[src/rtl/tbt_pkg.sv]
`default_nettype none

package tbt_pkg;

   // Geometry of the tracker.
   localparam int NUM_CHANNELS = 4;
   localparam int CHAN_W       = 2;
   localparam int READING_W    = 16;
   localparam int CFG_W        = 16;
   localparam int FRAC_W       = 8;
   localparam int AVG_W        = READING_W + FRAC_W;
   localparam int STATE_W      = 3;
   localparam int CSR_IDX_W    = 3;
   localparam int ADDR_W       = (NUM_CHANNELS > 1) ? $clog2(NUM_CHANNELS) : 1;

   // Divider operands: a 16 x 24 product plus the scaled reading, over a 17-bit count.
   localparam int PROD_W = CFG_W + AVG_W;
   localparam int NUM_W  = PROD_W + 1;
   localparam int DEN_W  = CFG_W + 1;

   typedef enum logic [STATE_W-1:0] {
      MODE_CAL = 3'd0,
      MODE_REL = 3'd1,
      MODE_R2P = 3'd2,
      MODE_PRS = 3'd3,
      MODE_P2R = 3'd4
   } mode_type;

   typedef enum logic [CSR_IDX_W-1:0] {
      CSR_CAL_SAMPLES = 3'd0,
      CSR_FILTER_LEN  = 3'd1,
      CSR_PRESS_THR   = 3'd2,
      CSR_RELEASE_THR = 3'd3,
      CSR_PRESS_DEB   = 3'd4,
      CSR_RELEASE_DEB = 3'd5,
      CSR_HOLD_LIMIT  = 3'd6
   } csr_idx_type;

   typedef enum logic [2:0] {
      SEQ_IDLE,
      SEQ_READ,
      SEQ_EVAL,
      SEQ_MUL,
      SEQ_START,
      SEQ_DIV,
      SEQ_DONE
   } seq_type;

   // One memory word per channel.
   typedef struct packed {
      logic [STATE_W-1:0] mode;
      logic [CFG_W-1:0]   cnt;
      logic [CFG_W-1:0]   hold;
      logic [AVG_W-1:0]   avg;
   } chan_state_type;

   localparam int ENTRY_W = $bits(chan_state_type);

   typedef struct packed {
      logic [CFG_W-1:0] cal_samples;
      logic [CFG_W-1:0] filter_len;
      logic [CFG_W-1:0] press_thr;
      logic [CFG_W-1:0] release_thr;
      logic [CFG_W-1:0] press_deb;
      logic [CFG_W-1:0] release_deb;
      logic [CFG_W-1:0] hold_limit;
   } cfg_type;

   typedef struct packed {
      logic             start;
      logic [NUM_W-1:0] num;
      logic [DEN_W-1:0] den;
   } div_req_type;

   typedef struct packed {
      logic             done;
      logic [AVG_W-1:0] quot;
   } div_rsp_type;

endpackage

`default_nettype wire

[src/rtl/tbt_req_if.sv]
`default_nettype none

interface tbt_req_if import tbt_pkg::*; ();
   logic                 valid;
   logic                 ready;
   logic [CHAN_W-1:0]    channel;
   logic [READING_W-1:0] reading;

   modport source (output valid, channel, reading, input ready);
   modport sink   (input valid, channel, reading, output ready);
endinterface

`default_nettype wire

[src/rtl/tbt_rsp_if.sv]
`default_nettype none

interface tbt_rsp_if import tbt_pkg::*; ();
   logic                 valid;
   logic                 ready;
   logic [CHAN_W-1:0]    out_channel;
   logic [STATE_W-1:0]   touch_state;
   logic                 touched;
   logic [READING_W-1:0] baseline;

   modport source (output valid, out_channel, touch_state, touched, baseline, input ready);
   modport sink   (input valid, out_channel, touch_state, touched, baseline, output ready);
endinterface

`default_nettype wire

[src/rtl/tbt_csr_if.sv]
`default_nettype none

interface tbt_csr_if import tbt_pkg::*; ();
   logic                 valid;
   logic                 ready;
   logic [CSR_IDX_W-1:0] index;
   logic [CFG_W-1:0]     data;

   modport source (output valid, index, data, input ready);
   modport sink   (input valid, index, data, output ready);
endinterface

`default_nettype wire

[src/rtl/tbt_ram.sv]
`default_nettype none

module tbt_ram #(
   parameter  int WIDTH  = 8,
   parameter  int DEPTH  = 4,
   localparam int ADDR_W = (DEPTH > 1) ? $clog2(DEPTH) : 1
) (
   input  wire logic              clock,
   input  wire logic              we,
   input  wire logic [ADDR_W-1:0] waddr,
   input  wire logic [WIDTH-1:0]  wdata,
   input  wire logic              re,
   input  wire logic [ADDR_W-1:0] raddr,
   output logic      [WIDTH-1:0]  rdata
);

   logic [WIDTH-1:0] mem_ff [DEPTH];
   logic [WIDTH-1:0] rdata_ff;

   always_ff @(posedge clock) begin
      if (we) begin
         mem_ff[waddr] <= wdata;
      end
      if (re) begin
         rdata_ff <= mem_ff[raddr];
      end
   end

   assign rdata = rdata_ff;

endmodule

`default_nettype wire

[src/rtl/tbt_csr.sv]
`default_nettype none

module tbt_csr import tbt_pkg::*; (
   input  wire logic  clock,
   input  wire logic  reset,
   tbt_csr_if.sink    csr,
   output cfg_type    cfg
);

   localparam cfg_type CFG_RESET = '{
      cal_samples: 16'd64,
      filter_len:  16'd16,
      press_thr:   16'd100,
      release_thr: 16'd80,
      press_deb:   16'd3,
      release_deb: 16'd3,
      hold_limit:  16'd1000
   };

   cfg_type cfg_ff, cfg_in;

   assign csr.ready = 1'b1;

   always_comb begin
      cfg_in = cfg_ff;
      if (csr.valid) begin
         case (csr_idx_type'(csr.index))
            CSR_CAL_SAMPLES: cfg_in.cal_samples = csr.data;
            CSR_FILTER_LEN:  cfg_in.filter_len  = csr.data;
            CSR_PRESS_THR:   cfg_in.press_thr   = csr.data;
            CSR_RELEASE_THR: cfg_in.release_thr = csr.data;
            CSR_PRESS_DEB:   cfg_in.press_deb   = csr.data;
            CSR_RELEASE_DEB: cfg_in.release_deb = csr.data;
            CSR_HOLD_LIMIT:  cfg_in.hold_limit  = csr.data;
            default: ;
         endcase
      end
   end

   always_ff @(posedge clock) begin
      if (reset) begin
         cfg_ff <= CFG_RESET;
      end else begin
         cfg_ff <= cfg_in;
      end
   end

   assign cfg = cfg_ff;

endmodule

`default_nettype wire

[src/rtl/tbt_div.sv]
`default_nettype none

module tbt_div import tbt_pkg::*; (
   input  wire logic  clock,
   input  wire logic  reset,
   input  div_req_type req,
   output div_rsp_type rsp
);

   // Restoring division, one quotient bit per cycle. The caller guarantees that
   // the quotient fits in AVG_W bits, so the upper dividend bits start below den.
   localparam int CNT_W = $clog2(AVG_W + 1);

   logic [DEN_W-1:0] rem_ff, rem_in;
   logic [AVG_W-1:0] shf_ff, shf_in;
   logic [DEN_W-1:0] den_ff, den_in;
   logic [CNT_W-1:0] cnt_ff, cnt_in;
   logic             busy_ff, busy_in;
   logic             done_ff, done_in;
   logic [DEN_W:0]   trial;
   logic [DEN_W:0]   diff;
   logic             qbit;

   always_comb begin
      trial   = {rem_ff, shf_ff[AVG_W-1]};
      diff    = trial - {1'b0, den_ff};
      qbit    = (trial >= {1'b0, den_ff});
      rem_in  = rem_ff;
      shf_in  = shf_ff;
      den_in  = den_ff;
      cnt_in  = cnt_ff;
      busy_in = busy_ff;
      done_in = 1'b0;
      if (req.start) begin
         rem_in  = req.num[NUM_W-1:AVG_W];
         shf_in  = req.num[AVG_W-1:0];
         den_in  = req.den;
         cnt_in  = CNT_W'(AVG_W);
         busy_in = 1'b1;
      end else if (busy_ff) begin
         rem_in = qbit ? diff[DEN_W-1:0] : trial[DEN_W-1:0];
         shf_in = {shf_ff[AVG_W-2:0], qbit};
         cnt_in = cnt_ff - CNT_W'(1);
         if (cnt_ff == CNT_W'(1)) begin
            busy_in = 1'b0;
            done_in = 1'b1;
         end
      end
   end

   always_ff @(posedge clock) begin
      if (reset) begin
         busy_ff <= 1'b0;
         done_ff <= 1'b0;
         cnt_ff  <= '0;
      end else begin
         busy_ff <= busy_in;
         done_ff <= done_in;
         cnt_ff  <= cnt_in;
      end
   end

   always_ff @(posedge clock) begin
      rem_ff <= rem_in;
      shf_ff <= shf_in;
      den_ff <= den_in;
   end

   assign rsp.done = done_ff;
   assign rsp.quot = shf_ff;

endmodule

`default_nettype wire

[src/rtl/touch_button_baseline_tracker.sv]
`default_nettype none

// Channel    Direction  Payload                                        Handshake
// req_if     in         channel, reading                               valid/ready
// rsp_if     out        out_channel, touch_state, touched, baseline    valid/ready
// csr_if     in         index, data (register write)                   valid/ready
//
// One request is processed at a time. A request that keeps the baseline goes from the state
// read straight to the result; one that averages (calibrating, or released and not low) also
// passes through the multiply and the 24-step divider. The state memory is read in the cycle
// after acceptance and written back when the result is loaded. Synchronous reset clears the
// per-channel valid bits, so every channel restarts calibration at once. A waiting result
// holds the sequencer at its final step; no new request is accepted meanwhile.

module touch_button_baseline_tracker import tbt_pkg::*; (
   input  wire logic clock,
   input  wire logic reset,
   tbt_req_if.sink   req_if,
   tbt_rsp_if.source rsp_if,
   tbt_csr_if.sink   csr_if
);

   // A reading is low when reading + threshold lies below the baseline, compared
   // exactly in 16.8 fixed point.
   function automatic logic is_low(input logic [READING_W-1:0] rd,
                                   input logic [CFG_W-1:0]     thr,
                                   input logic [AVG_W-1:0]     avg);
      logic [CFG_W:0] sum;
      sum = {1'b0, rd} + {1'b0, thr};
      return {sum, {FRAC_W{1'b0}}} < {1'b0, avg};
   endfunction

   cfg_type cfg;

   tbt_csr u_csr (
      .clock (clock),
      .reset (reset),
      .csr   (csr_if),
      .cfg   (cfg)
   );

   // Sequencer and request registers.
   seq_type              seq_ff, seq_in;
   logic [CHAN_W-1:0]    ch_ff, ch_in;
   logic [READING_W-1:0] rd_ff, rd_in;
   chan_state_type       upd_ff, upd_in;
   logic [CFG_W-1:0]     mul_a_ff, mul_a_in;
   logic [DEN_W-1:0]     den_ff, den_in;
   logic [PROD_W-1:0]    prod_ff, prod_in;
   logic                 need_div;
   logic [NUM_CHANNELS-1:0] valid_ff, valid_in;

   // Result register.
   logic                 rsp_valid_ff, rsp_valid_in;
   logic [CHAN_W-1:0]    rsp_ch_ff;
   logic [STATE_W-1:0]   rsp_state_ff;
   logic                 rsp_touched_ff;
   logic [READING_W-1:0] rsp_base_ff;

   logic                 accept;
   logic                 in_range;
   logic                 out_free;
   logic                 ram_re;
   logic                 ram_we;
   logic                 load_out;
   logic [ENTRY_W-1:0]   ram_q;
   logic [ADDR_W-1:0]    addr;
   chan_state_type       cur;
   div_req_type          div_req;
   div_rsp_type          div_rsp;

   assign addr     = ADDR_W'(ch_ff);
   assign in_range = (int'(req_if.channel) < NUM_CHANNELS);
   assign accept   = req_if.valid && req_if.ready;
   assign out_free = !rsp_valid_ff || rsp_if.ready;

   tbt_ram #(
      .WIDTH (ENTRY_W),
      .DEPTH (NUM_CHANNELS)
   ) u_state_ram (
      .clock (clock),
      .we    (ram_we),
      .waddr (addr),
      .wdata (upd_ff),
      .re    (ram_re),
      .raddr (addr),
      .rdata (ram_q)
   );

   tbt_div u_div (
      .clock (clock),
      .reset (reset),
      .req   (div_req),
      .rsp   (div_rsp)
   );

   // Next state of the sequencer.
   always_comb begin
      seq_in = seq_ff;
      case (seq_ff)
         SEQ_IDLE:  if (accept && in_range) seq_in = SEQ_READ;
         SEQ_READ:  seq_in = SEQ_EVAL;
         SEQ_EVAL:  seq_in = need_div ? SEQ_MUL : SEQ_DONE;
         SEQ_MUL:   seq_in = SEQ_START;
         SEQ_START: seq_in = SEQ_DIV;
         SEQ_DIV:   if (div_rsp.done) seq_in = SEQ_DONE;
         SEQ_DONE:  if (out_free) seq_in = SEQ_IDLE;
         default:   seq_in = SEQ_IDLE;
      endcase
   end

   // Sequencer outputs.
   always_comb begin
      req_if.ready  = 1'b0;
      ram_re        = 1'b0;
      ram_we        = 1'b0;
      load_out      = 1'b0;
      div_req.start = 1'b0;
      // The divider sees the weighted sum of old baseline and reading, over the weight.
      div_req.num   = NUM_W'(prod_ff) + NUM_W'({rd_ff, {FRAC_W{1'b0}}});
      div_req.den   = den_ff;
      case (seq_ff)
         SEQ_IDLE:  req_if.ready = 1'b1;
         SEQ_READ:  ram_re = 1'b1;
         SEQ_START: div_req.start = 1'b1;
         SEQ_DONE: begin
            ram_we   = out_free;
            load_out = out_free;
         end
         default: ;
      endcase
   end

   // A channel that was never written since reset reads as calibrating with zeros.
   assign cur = valid_ff[addr] ? chan_state_type'(ram_q) : '0;

   // Per-channel state machine, evaluated in the cycle after the memory read.
   always_comb begin
      logic [CFG_W:0]   cnt_p1;
      logic [CFG_W:0]   hold_p1;
      logic [CFG_W-1:0] hold_sat;
      logic [CFG_W-1:0] flen;
      logic             low_press;
      logic             low_release;

      cnt_p1      = {1'b0, cur.cnt} + (CFG_W+1)'(1);
      hold_p1     = {1'b0, cur.hold} + (CFG_W+1)'(1);
      hold_sat    = (cur.hold == {CFG_W{1'b1}}) ? cur.hold : hold_p1[CFG_W-1:0];
      flen        = (cfg.filter_len == '0) ? CFG_W'(1) : cfg.filter_len;
      low_press   = is_low(rd_ff, cfg.press_thr, cur.avg);
      low_release = is_low(rd_ff, cfg.release_thr, cur.avg);

      upd_in   = cur;
      mul_a_in = cur.cnt;
      den_in   = cnt_p1;
      need_div = 1'b0;

      case (cur.mode)
         MODE_CAL: begin
            // Running mean: the divider replaces the baseline later.
            if (cur.cnt < cfg.cal_samples) begin
               need_div   = 1'b1;
               upd_in.cnt = cnt_p1[CFG_W-1:0];
               upd_in.mode = (cnt_p1 >= {1'b0, cfg.cal_samples}) ? MODE_REL : MODE_CAL;
            end else begin
               upd_in.mode = MODE_REL;
            end
         end
         MODE_REL: begin
            if (low_press) begin
               upd_in.cnt  = CFG_W'(1);
               upd_in.mode = MODE_R2P;
            end else begin
               // IIR average of length flen.
               need_div = 1'b1;
               mul_a_in = flen - CFG_W'(1);
               den_in   = {1'b0, flen};
            end
         end
         MODE_R2P: begin
            if (!low_press) begin
               upd_in.cnt  = CFG_W'(1);
               upd_in.hold = CFG_W'(1);
               upd_in.mode = MODE_REL;
            end else if (cnt_p1 < {1'b0, cfg.press_deb}) begin
               upd_in.cnt = cnt_p1[CFG_W-1:0];
            end else begin
               upd_in.cnt  = CFG_W'(1);
               upd_in.mode = MODE_PRS;
            end
         end
         MODE_PRS: begin
            if (low_release) begin
               if (hold_p1 > {1'b0, cfg.hold_limit}) begin
                  // Held too long: start calibration over.
                  upd_in = '0;
               end else begin
                  upd_in.hold = hold_sat;
               end
            end else begin
               upd_in.cnt  = CFG_W'(1);
               upd_in.mode = MODE_P2R;
            end
         end
         MODE_P2R: begin
            if (low_release) begin
               upd_in.mode = MODE_PRS;
               upd_in.hold = hold_sat;
            end else if (cnt_p1 < {1'b0, cfg.release_deb}) begin
               upd_in.cnt = cnt_p1[CFG_W-1:0];
            end else begin
               upd_in.cnt  = CFG_W'(1);
               upd_in.mode = MODE_REL;
            end
         end
         default: begin
            // An unknown mode restarts calibration.
            upd_in = '0;
         end
      endcase
   end

   assign prod_in = mul_a_ff * upd_ff.avg;

   assign ch_in = accept ? req_if.channel : ch_ff;
   assign rd_in = accept ? req_if.reading : rd_ff;

   always_comb begin
      valid_in = valid_ff;
      if (ram_we) begin
         valid_in[addr] = 1'b1;
      end
   end

   always_comb begin
      rsp_valid_in = rsp_valid_ff;
      if (load_out) begin
         rsp_valid_in = 1'b1;
      end else if (rsp_if.ready) begin
         rsp_valid_in = 1'b0;
      end
   end

   always_ff @(posedge clock) begin
      if (reset) begin
         seq_ff       <= SEQ_IDLE;
         valid_ff     <= '0;
         rsp_valid_ff <= 1'b0;
      end else begin
         seq_ff       <= seq_in;
         valid_ff     <= valid_in;
         rsp_valid_ff <= rsp_valid_in;
      end
   end

   always_ff @(posedge clock) begin
      ch_ff <= ch_in;
      rd_ff <= rd_in;
      if (seq_ff == SEQ_EVAL) begin
         upd_ff   <= upd_in;
         mul_a_ff <= mul_a_in;
         den_ff   <= den_in;
      end else if (seq_ff == SEQ_DIV && div_rsp.done) begin
         upd_ff.avg <= div_rsp.quot;
      end
      if (seq_ff == SEQ_MUL) begin
         prod_ff <= prod_in;
      end
      if (load_out) begin
         rsp_ch_ff      <= ch_ff;
         rsp_state_ff   <= upd_ff.mode;
         rsp_touched_ff <= (upd_ff.mode == MODE_PRS) || (upd_ff.mode == MODE_P2R);
         rsp_base_ff    <= upd_ff.avg[AVG_W-1:FRAC_W];
      end
   end

   assign rsp_if.valid       = rsp_valid_ff;
   assign rsp_if.out_channel = rsp_ch_ff;
   assign rsp_if.touch_state = rsp_state_ff;
   assign rsp_if.touched     = rsp_touched_ff;
   assign rsp_if.baseline    = rsp_base_ff;

endmodule

`default_nettype wire

[src/flat_wrapper.sv]
// flat-port wrapper written by rule: the top's interface ports become plain ports
module touch_button_baseline_tracker_flat import tbt_pkg::*;
  (clock, reset, req_if_valid, req_if_channel, req_if_reading, req_if_ready, rsp_if_valid, rsp_if_out_channel, rsp_if_touch_state, rsp_if_touched, rsp_if_baseline, rsp_if_ready, csr_if_valid, csr_if_index, csr_if_data, csr_if_ready);
  tbt_req_if req_if_i ();
  tbt_rsp_if rsp_if_i ();
  tbt_csr_if csr_if_i ();
  input  wire logic clock;
  input  wire logic reset;
  input wire logic [$bits(req_if_i.valid)-1:0] req_if_valid;
  input wire logic [$bits(req_if_i.channel)-1:0] req_if_channel;
  input wire logic [$bits(req_if_i.reading)-1:0] req_if_reading;
  output wire logic [$bits(req_if_i.ready)-1:0] req_if_ready;
  output wire logic [$bits(rsp_if_i.valid)-1:0] rsp_if_valid;
  output wire logic [$bits(rsp_if_i.out_channel)-1:0] rsp_if_out_channel;
  output wire logic [$bits(rsp_if_i.touch_state)-1:0] rsp_if_touch_state;
  output wire logic [$bits(rsp_if_i.touched)-1:0] rsp_if_touched;
  output wire logic [$bits(rsp_if_i.baseline)-1:0] rsp_if_baseline;
  input wire logic [$bits(rsp_if_i.ready)-1:0] rsp_if_ready;
  input wire logic [$bits(csr_if_i.valid)-1:0] csr_if_valid;
  input wire logic [$bits(csr_if_i.index)-1:0] csr_if_index;
  input wire logic [$bits(csr_if_i.data)-1:0] csr_if_data;
  output wire logic [$bits(csr_if_i.ready)-1:0] csr_if_ready;
  assign req_if_i.valid = req_if_valid;
  assign req_if_i.channel = req_if_channel;
  assign req_if_i.reading = req_if_reading;
  assign req_if_ready = req_if_i.ready;
  assign rsp_if_valid = rsp_if_i.valid;
  assign rsp_if_out_channel = rsp_if_i.out_channel;
  assign rsp_if_touch_state = rsp_if_i.touch_state;
  assign rsp_if_touched = rsp_if_i.touched;
  assign rsp_if_baseline = rsp_if_i.baseline;
  assign rsp_if_i.ready = rsp_if_ready;
  assign csr_if_i.valid = csr_if_valid;
  assign csr_if_i.index = csr_if_index;
  assign csr_if_i.data = csr_if_data;
  assign csr_if_ready = csr_if_i.ready;
  touch_button_baseline_tracker u_core (.clock(clock), .reset(reset), .req_if(req_if_i), .rsp_if(rsp_if_i), .csr_if(csr_if_i));
endmodule
[config.mk]
export PLATFORM = sky130hd
export DESIGN_NAME = touch_button_baseline_tracker_flat
export DESIGN_NICKNAME = d
export VERILOG_FILES = /design/src/rtl/tbt_pkg.sv /design/src/rtl/tbt_req_if.sv /design/src/rtl/tbt_rsp_if.sv /design/src/rtl/tbt_csr_if.sv /design/src/rtl/tbt_ram.sv /design/src/rtl/tbt_csr.sv /design/src/rtl/tbt_div.sv /design/src/rtl/touch_button_baseline_tracker.sv /design/src/flat_wrapper.sv
export SDC_FILE = /design/constraint.sdc
export NUM_CORES = 2
export LEC_CHECK = 0
export ABC_CLOCK_PERIOD_IN_PS = 8000
export BUFFER_PORTS_ARGS = -buffer_cell sky130_fd_sc_hd__buf_4
export CAP_MARGIN = 20
export CORE_MARGIN = 8
export CORE_UTILIZATION = 60
export CTS_BUF_LIST = sky130_fd_sc_hd__clkbuf_8 sky130_fd_sc_hd__clkbuf_16
export DETAILED_ROUTE_END_ITERATION = 16
export GPL_ROUTABILITY_DRIVEN = 0
export PLACE_DENSITY = 0.76
export RECOVER_POWER = 50
export SLEW_MARGIN = 25
export SYNTH_ARGS = -nofsm -noshare
export SYNTH_HDL_FRONTEND = slang
export SYNTH_SLANG_ARGS = --single-unit
export TNS_END_PERCENT = 10
[constraint.sdc]
create_clock -name clock -period 8 [get_ports clock]
set_input_delay 1.2 -clock clock [delete_from_list [all_inputs] [get_ports clock]]
set_output_delay 1.2 -clock clock [all_outputs]
set_load 0.02 [all_outputs]
After elaboration in Yosys (flattened, before gate mapping):

Memories as Yosys holds them, arrays and structs flattened. A register that Yosys moved wholly into a read port is not among the register bits.
Index checks and enable logic that the tools add are counted.

* register bits: 357
* memory bits (writable): 236
* input bits: 42
* logic and storage cells: 161
* memories kept: 1

* add/sub/neg operators: 8
* multipliers: 1
* magnitude comparators: 10
* equal/unequal tests: 23
* mux-type cells: 61
* bitwise gates (word level): 2
* reduce and logical (&&, ||, !) cells: 25

Memory list
* u_core.u_state_ram.mem_ff: words 4, bits a word 59, read ports 1, clocked after Yosys merged registers in 1, write ports 1, line tbt_ram.sv:17 `logic [WIDTH-1:0] mem_ff [DEPTH];`

Operators by type and width (number)
* 2-to-1 mux 16 bit: 11
* 2-to-1 mux 24 bit: 5
* case mux 19 bit (5 select lines): 1
* 2-to-1 mux 17 bit: 5
* 2-to-1 mux 19 bit: 4
* case mux 16 bit (4 select lines): 1
* 2-to-1 mux 59 bit: 1
* < comparator 25 x 24 -> 1 bit: 2
* case mux 24 bit (2 select lines): 1
* adder 40 x 24 -> 41 bit: 1
* multiplier 16 x 24 -> 40 bit: 1
* 2-to-1 mux 40 bit: 1
* adder 16 x 1 -> 17 bit, second input constant: 2
* adder 16 x 16 -> 17 bit: 2
* < comparator 17 x 16 -> 1 bit: 2
* == test 3 bit, second input constant: 8
* 2-to-1 mux 3 bit: 8
* == test 3 x 2 -> 1 bit, second input constant: 7
* case mux 3 bit (7 select lines): 1
* >= comparator 18 x 17 -> 1 bit: 1
* >= comparator 17 x 16 -> 1 bit: 1
* > comparator 17 x 16 -> 1 bit: 1
* 2-to-1 mux 1 bit: 17
* subtractor 17 bit: 1
* other kinds (27): 45

Logic depth before layout (Yosys ltp):

* depth after elaboration: 9
* depth in mapped cells: 26
* depth with buffers taken out: 23

Cells and area by module:

From an unflattened synthesis, not the netlist that was laid out.

* cell total of the unflattened synthesis: 3791
* area, all modules: 43312.8 sq um

By module, submodules not included
* touch_button_baseline_tracker: times used 1, cells an instance 2691, area each 24847.6 sq um
* tbt_ram: times used 1, cells an instance 372, area each 10329.9 sq um
* tbt_csr: times used 1, cells an instance 407, area each 4445.5 sq um
* tbt_div: times used 1, cells an instance 321, area each 3689.8 sq um

Worst setup path after synthesis:

No wires, ideal clock.

* kind: input -> register
* from: input rsp_if_ready
* to: memory u_core.u_state_ram.mem_ff[2][0] (netlist bit) (enable)
* arrival time: 5.885 ns
* slack: 1.552 ns
* stages: 3
* path buffers: 0
* cell sequence: nand2b_1 > nand3_1 > nor3b_1

* longest elaborated chain between the ends: 4

RTL lines
* start, declared: line flat_wrapper.sv:18 `input wire logic [$bits(rsp_if_i.ready)-1:0] rsp_if_ready;`
* logical OR 1 bit: line touch_button_baseline_tracker.sv:75 `assign out_free = !rsp_valid_ff || rsp_if.ready;`
* 2-to-1 mux 1 bit: line touch_button_baseline_tracker.sv:122 `case (seq_ff)`
* 2-to-1 mux 1 bit: line tbt_ram.sv:21 `if (we) begin`
* 2-to-1 mux 1 bit (not written as such): line tbt_ram.sv:22 `mem_ff[waddr] <= wdata;`
* end, declared: line tbt_ram.sv:17

Every way passes these cells.

Final worst setup path:

* from: register u_core.upd_ff[11] (netlist bit)
* to: register u_core.prod_ff[39], data pin

* longest elaborated chain between the ends: 1

RTL lines
* start, declared: line touch_button_baseline_tracker.sv:46 `chan_state_type upd_ff, upd_in;`
* start signal, assigned: line touch_button_baseline_tracker.sv:260 `upd_ff <= upd_in;`
* multiplier 16 x 24 -> 40 bit: line touch_button_baseline_tracker.sv:223 `assign prod_in = mul_a_ff * upd_ff.avg;`
* net u_core.prod_in[39]: line touch_button_baseline_tracker.sv:49 `logic [PROD_W-1:0] prod_ff, prod_in;`
* end signal, assigned: line touch_button_baseline_tracker.sv:267 `prod_ff <= prod_in;`
* end, declared: line touch_button_baseline_tracker.sv:49

The timed path passes the listed nets, and every way through them passes these cells.
A chain may end at the register's enable or synchronous reset.

==> flow_summary.toml <==
[placed_design]
place_area_sq_mm = 0.0446
numPortBuffers = 65
dp_hpwl_um = 84500

[synthesis]
synthSimpleGateAreaFrac = 0.126
synth_edf_count = 525
post_synth.cell_area_avg_sq_um = 11.0
synth_fa_ha_area_frac = 0.229
synth_seq_cells = 652
ys.flop_type = "edfxtp_1"
postSynth.asyncResetShare = 0
yosys_warnings = 0
synth.distinct_cells = 85
yosysSeqAreaShare = 0.425
netlist_area_sq_mm = 0.0430
synth_nets = 4558
synth_compound_area_frac = 0.0924
synthXorXnorAreaFrac = 0.0277
synth_mux_area_frac = 0.0421
synth_top_family_by_area = "adder cells"
synthCells = 3914

[routing]
top_layer_used = "met4"
routed-wl-met2_um = 52200
wl_per_cell_um = 24.1
wl_met3_um = 14100
drtIter0Drc = 3796
met1_length_um = 48300
first_pass_iters = 8
drt-total-wl_um = 119000
via_count = 30500
drc = 0
ant_nets = 0
drt-vias-per-instance = 6.15

[sta]
setup_viol = 0
fmax_mhz = 140
period_needed_ns = 7.16
clock_skew_ns = 0.0411
hold_viol = 0
worst_slew_pin_slew_ns = 3.84
relSlewSlack = -1.56
drv_slew = 394
setup-tns-final_ns = 0
finalCritPeriodShare = 0.895
rsz0062_at_grt = "no"

[critical_path]
endpoint_kind = "flop"
arrival_ns = 7.52
timing.critical_path.buf_inv = 4
max_stage_delay_ns = 0.67
critical_path_class = "flop to flop"
cp_common_cell = "fa_1"
crit_family = "adder cells"
crit_path_max_fanout = 11
critical_path.cell_chain = "clkbuf_1 -> nand2_1 -> fa_1 -> inv_1 -> fa_1 -> fa_1 -> fa_1 -> fa_1 -> inv_1 -> fa_1 -> inv_1 -> ha_1 -> nand4_1 -> nor4_1 -> o211ai_1 -> nand3_1 -> o2111ai_1 -> a21oi_1 -> a211o_1 -> a21oi_1 -> xnor2_1"
worstPathRequired_ns = 8.36
start_kind = "flop"
slowest_stage = "edfxtp_1"

[final_layout]
n_antenna_cell = 0
final_nets = 4596
drive_above_1_share = 0.0778
final_cell_area_sq_mm = 0.0468
fin_util = 0.657
area_growth_pct = 8.81

[status]
outcome = "finished, violations left"
violations = "max-capacitance violations, max-slew violations"

[die]
fp.dieW_um = 284
floorplan.rows = 98
start_util = 0.604
io_pins = 67
die_h_um = 284
dieArea_sq_mm = 0.0805
core_sq_mm = 0.0712

[clocking]
cts_tree = "done"
ctsLongestPathBuffers = 3
cts_setup_buffers = 0
h-tree-depth = 3
clock-sinks = 652
insertion_delay_ns = 0.65
hold_buffers = 0
cts_root_buffer = "clkbuf_16"
clkTransAtPathRegs_ns = 0.07
cts_buffers = 69
cts_resized = 0

[global_routing]
grt_pass1_vias = 29500
grt_max_degree = 70
overflow = 0
antenna_found_initial = 1
grt_pass1_wl_um = 180000
grtUsageTotal = 0.291

[min_path]
holdCritPathClass = "flop to flop"

[flow_run]
cap_viol_max_count = 9
## cell type report
type / instances / area [sq um]
multi-input cells: 2612 / 22300
flip-flops and latches: 652 / 18300
well taps: 950 / 1190
clock inverters: 53 / 518
clock buffers: 74 / 1800
fillers: 5225 / 24400
repair buffers: 125 / 865
inverters: 492 / 1850
## sequential cells by signal (all words and copies together) (netlist names)
register and cells:
u_core.u_state_ram.mem_ff 236, u_core.u_csr.cfg 112, u_core.u_state_ram.rdata 59, u_core.upd_ff 59, u_core.prod_ff 40, u_core.u_div.shf_ff 24, u_core.den_ff 17, u_core.u_div.den_ff 17
u_core.u_div.rem_ff 17, u_core.mul_a_ff 16, u_core.rd_ff 16, u_core.rsp_if.baseline 16, u_core.u_div.cnt_ff 5, u_core.valid_ff 4, u_core.rsp_if.touch_state 3, u_core.seq_ff 3
u_core.addr 2, u_core.rsp_if.out_channel 2, u_core.rsp_if.touched 1, u_core.rsp_if.valid 1, u_core.u_div.busy_ff 1, u_core.u_div.done_ff 1
## metal layers
layer	track usage	vias up
li1	-	13500
met1	0.423	15000
met2	0.431	1760
met3	0.0621	269
met4	0.104	0
met5	0	-
## through the flow
step / hold WS (ns) / worst slack (ns) / cells
CTS: 0.405 / 1.04 / 4958
floorplan: 0.400 / 1.55 / 3914
finish: 0.409 / 0.842 / 4958
global placement: 0.406 / 1.05 / 4830
global route: 0.412 / 0.551 / 4958
detailed placement: 0.409 / 1.07 / 4831
## cells by family after synthesis
group	Yosys count
adders and majority gates	602
buffers and inverters	650
other	1
DFF	652
and+or+nand+nor	1158
xor gates and xnor gates	136
AOI/OAI and AO/OA	611
muxes	104
## layout by cell type, fill, tap and decap left out, drive strengths merged, types with 14 or more instances in the layout
master   instances
nand2          612
edfxtp         525
inv            509
fa             310
ha             292
a21oi          230
and2           173
dfxtp          127
clkbuf         116
o21ai          110
nor2           105
buf             83
xnor2           80
nand3           61
mux4            60
a21o            58
xor2            56
clkinv          30
nor2b           28
mux2i           28
o21a            26
and3            26
nor3            26
nand4           25
a211oi          24
nand2b          21
or3             21
nand3b          18
a32o            18
mux2            16
o31ai           14
o211ai          14
o2bb2ai         14
## cells in the mapped netlist (all sizes together) (13+ instances only)
| cell type | n | area, sq um |
|---|---|---|
| o211ai | 14 | 110 |
| fa | 310 | 6210 |
| mux2i | 28 | 280 |
| o21a | 26 | 195 |
| nor4 | 13 | 81.3 |
| ha | 292 | 3650 |
| nand3b | 18 | 135 |
| a21o | 58 | 435 |
| a211oi | 24 | 193 |
| xor2 | 56 | 490 |
| inv | 492 | 1850 |
| dfxtp | 127 | 2540 |
| buf | 29 | 140 |
| nor2 | 105 | 394 |
| nand4 | 25 | 156 |
| a31oi | 13 | 81.3 |
| mux4 | 60 | 1350 |
| o31ai | 14 | 110 |
| a21oi | 230 | 1150 |
| and3 | 26 | 163 |
| mux2 | 16 | 180 |
| nor3 | 26 | 130 |
| nand2 | 612 | 2300 |
| and2 | 173 | 1080 |
| a32o | 18 | 180 |
| nand2b | 21 | 131 |
| o21ai | 110 | 551 |
| nand3 | 61 | 305 |
| edfxtp | 525 | 15800 |
| or3 | 21 | 131 |
| clkbuf | 129 | 484 |
| o2bb2ai | 14 | 129 |
| xnor2 | 80 | 701 |
| nor2b | 28 | 175 |
## worst paths after layout
| kind | from | to | slack, ns | cells after the start |
|---|---|---|---|---|
| max | u_core.upd_ff[11]$_DFFE_PP_ | u_core.prod_ff[39]$_DFFE_PP_ | 0.84 | 21 |
| min | u_core.den_ff[15]$_DFFE_PP_ | u_core.u_div.den_ff[15]$_DFFE_PP_ | 0.41 | 0 |
| max reg2reg | u_core.upd_ff[11]$_DFFE_PP_ | u_core.prod_ff[39]$_DFFE_PP_ | 0.84 | 21 |
| min reg2reg | u_core.den_ff[15]$_DFFE_PP_ | u_core.u_div.den_ff[15]$_DFFE_PP_ | 0.41 | 0 |
Power is not shown: default switching activity piles up to over one toggle a cycle in this logic, so the estimate is an artifact.
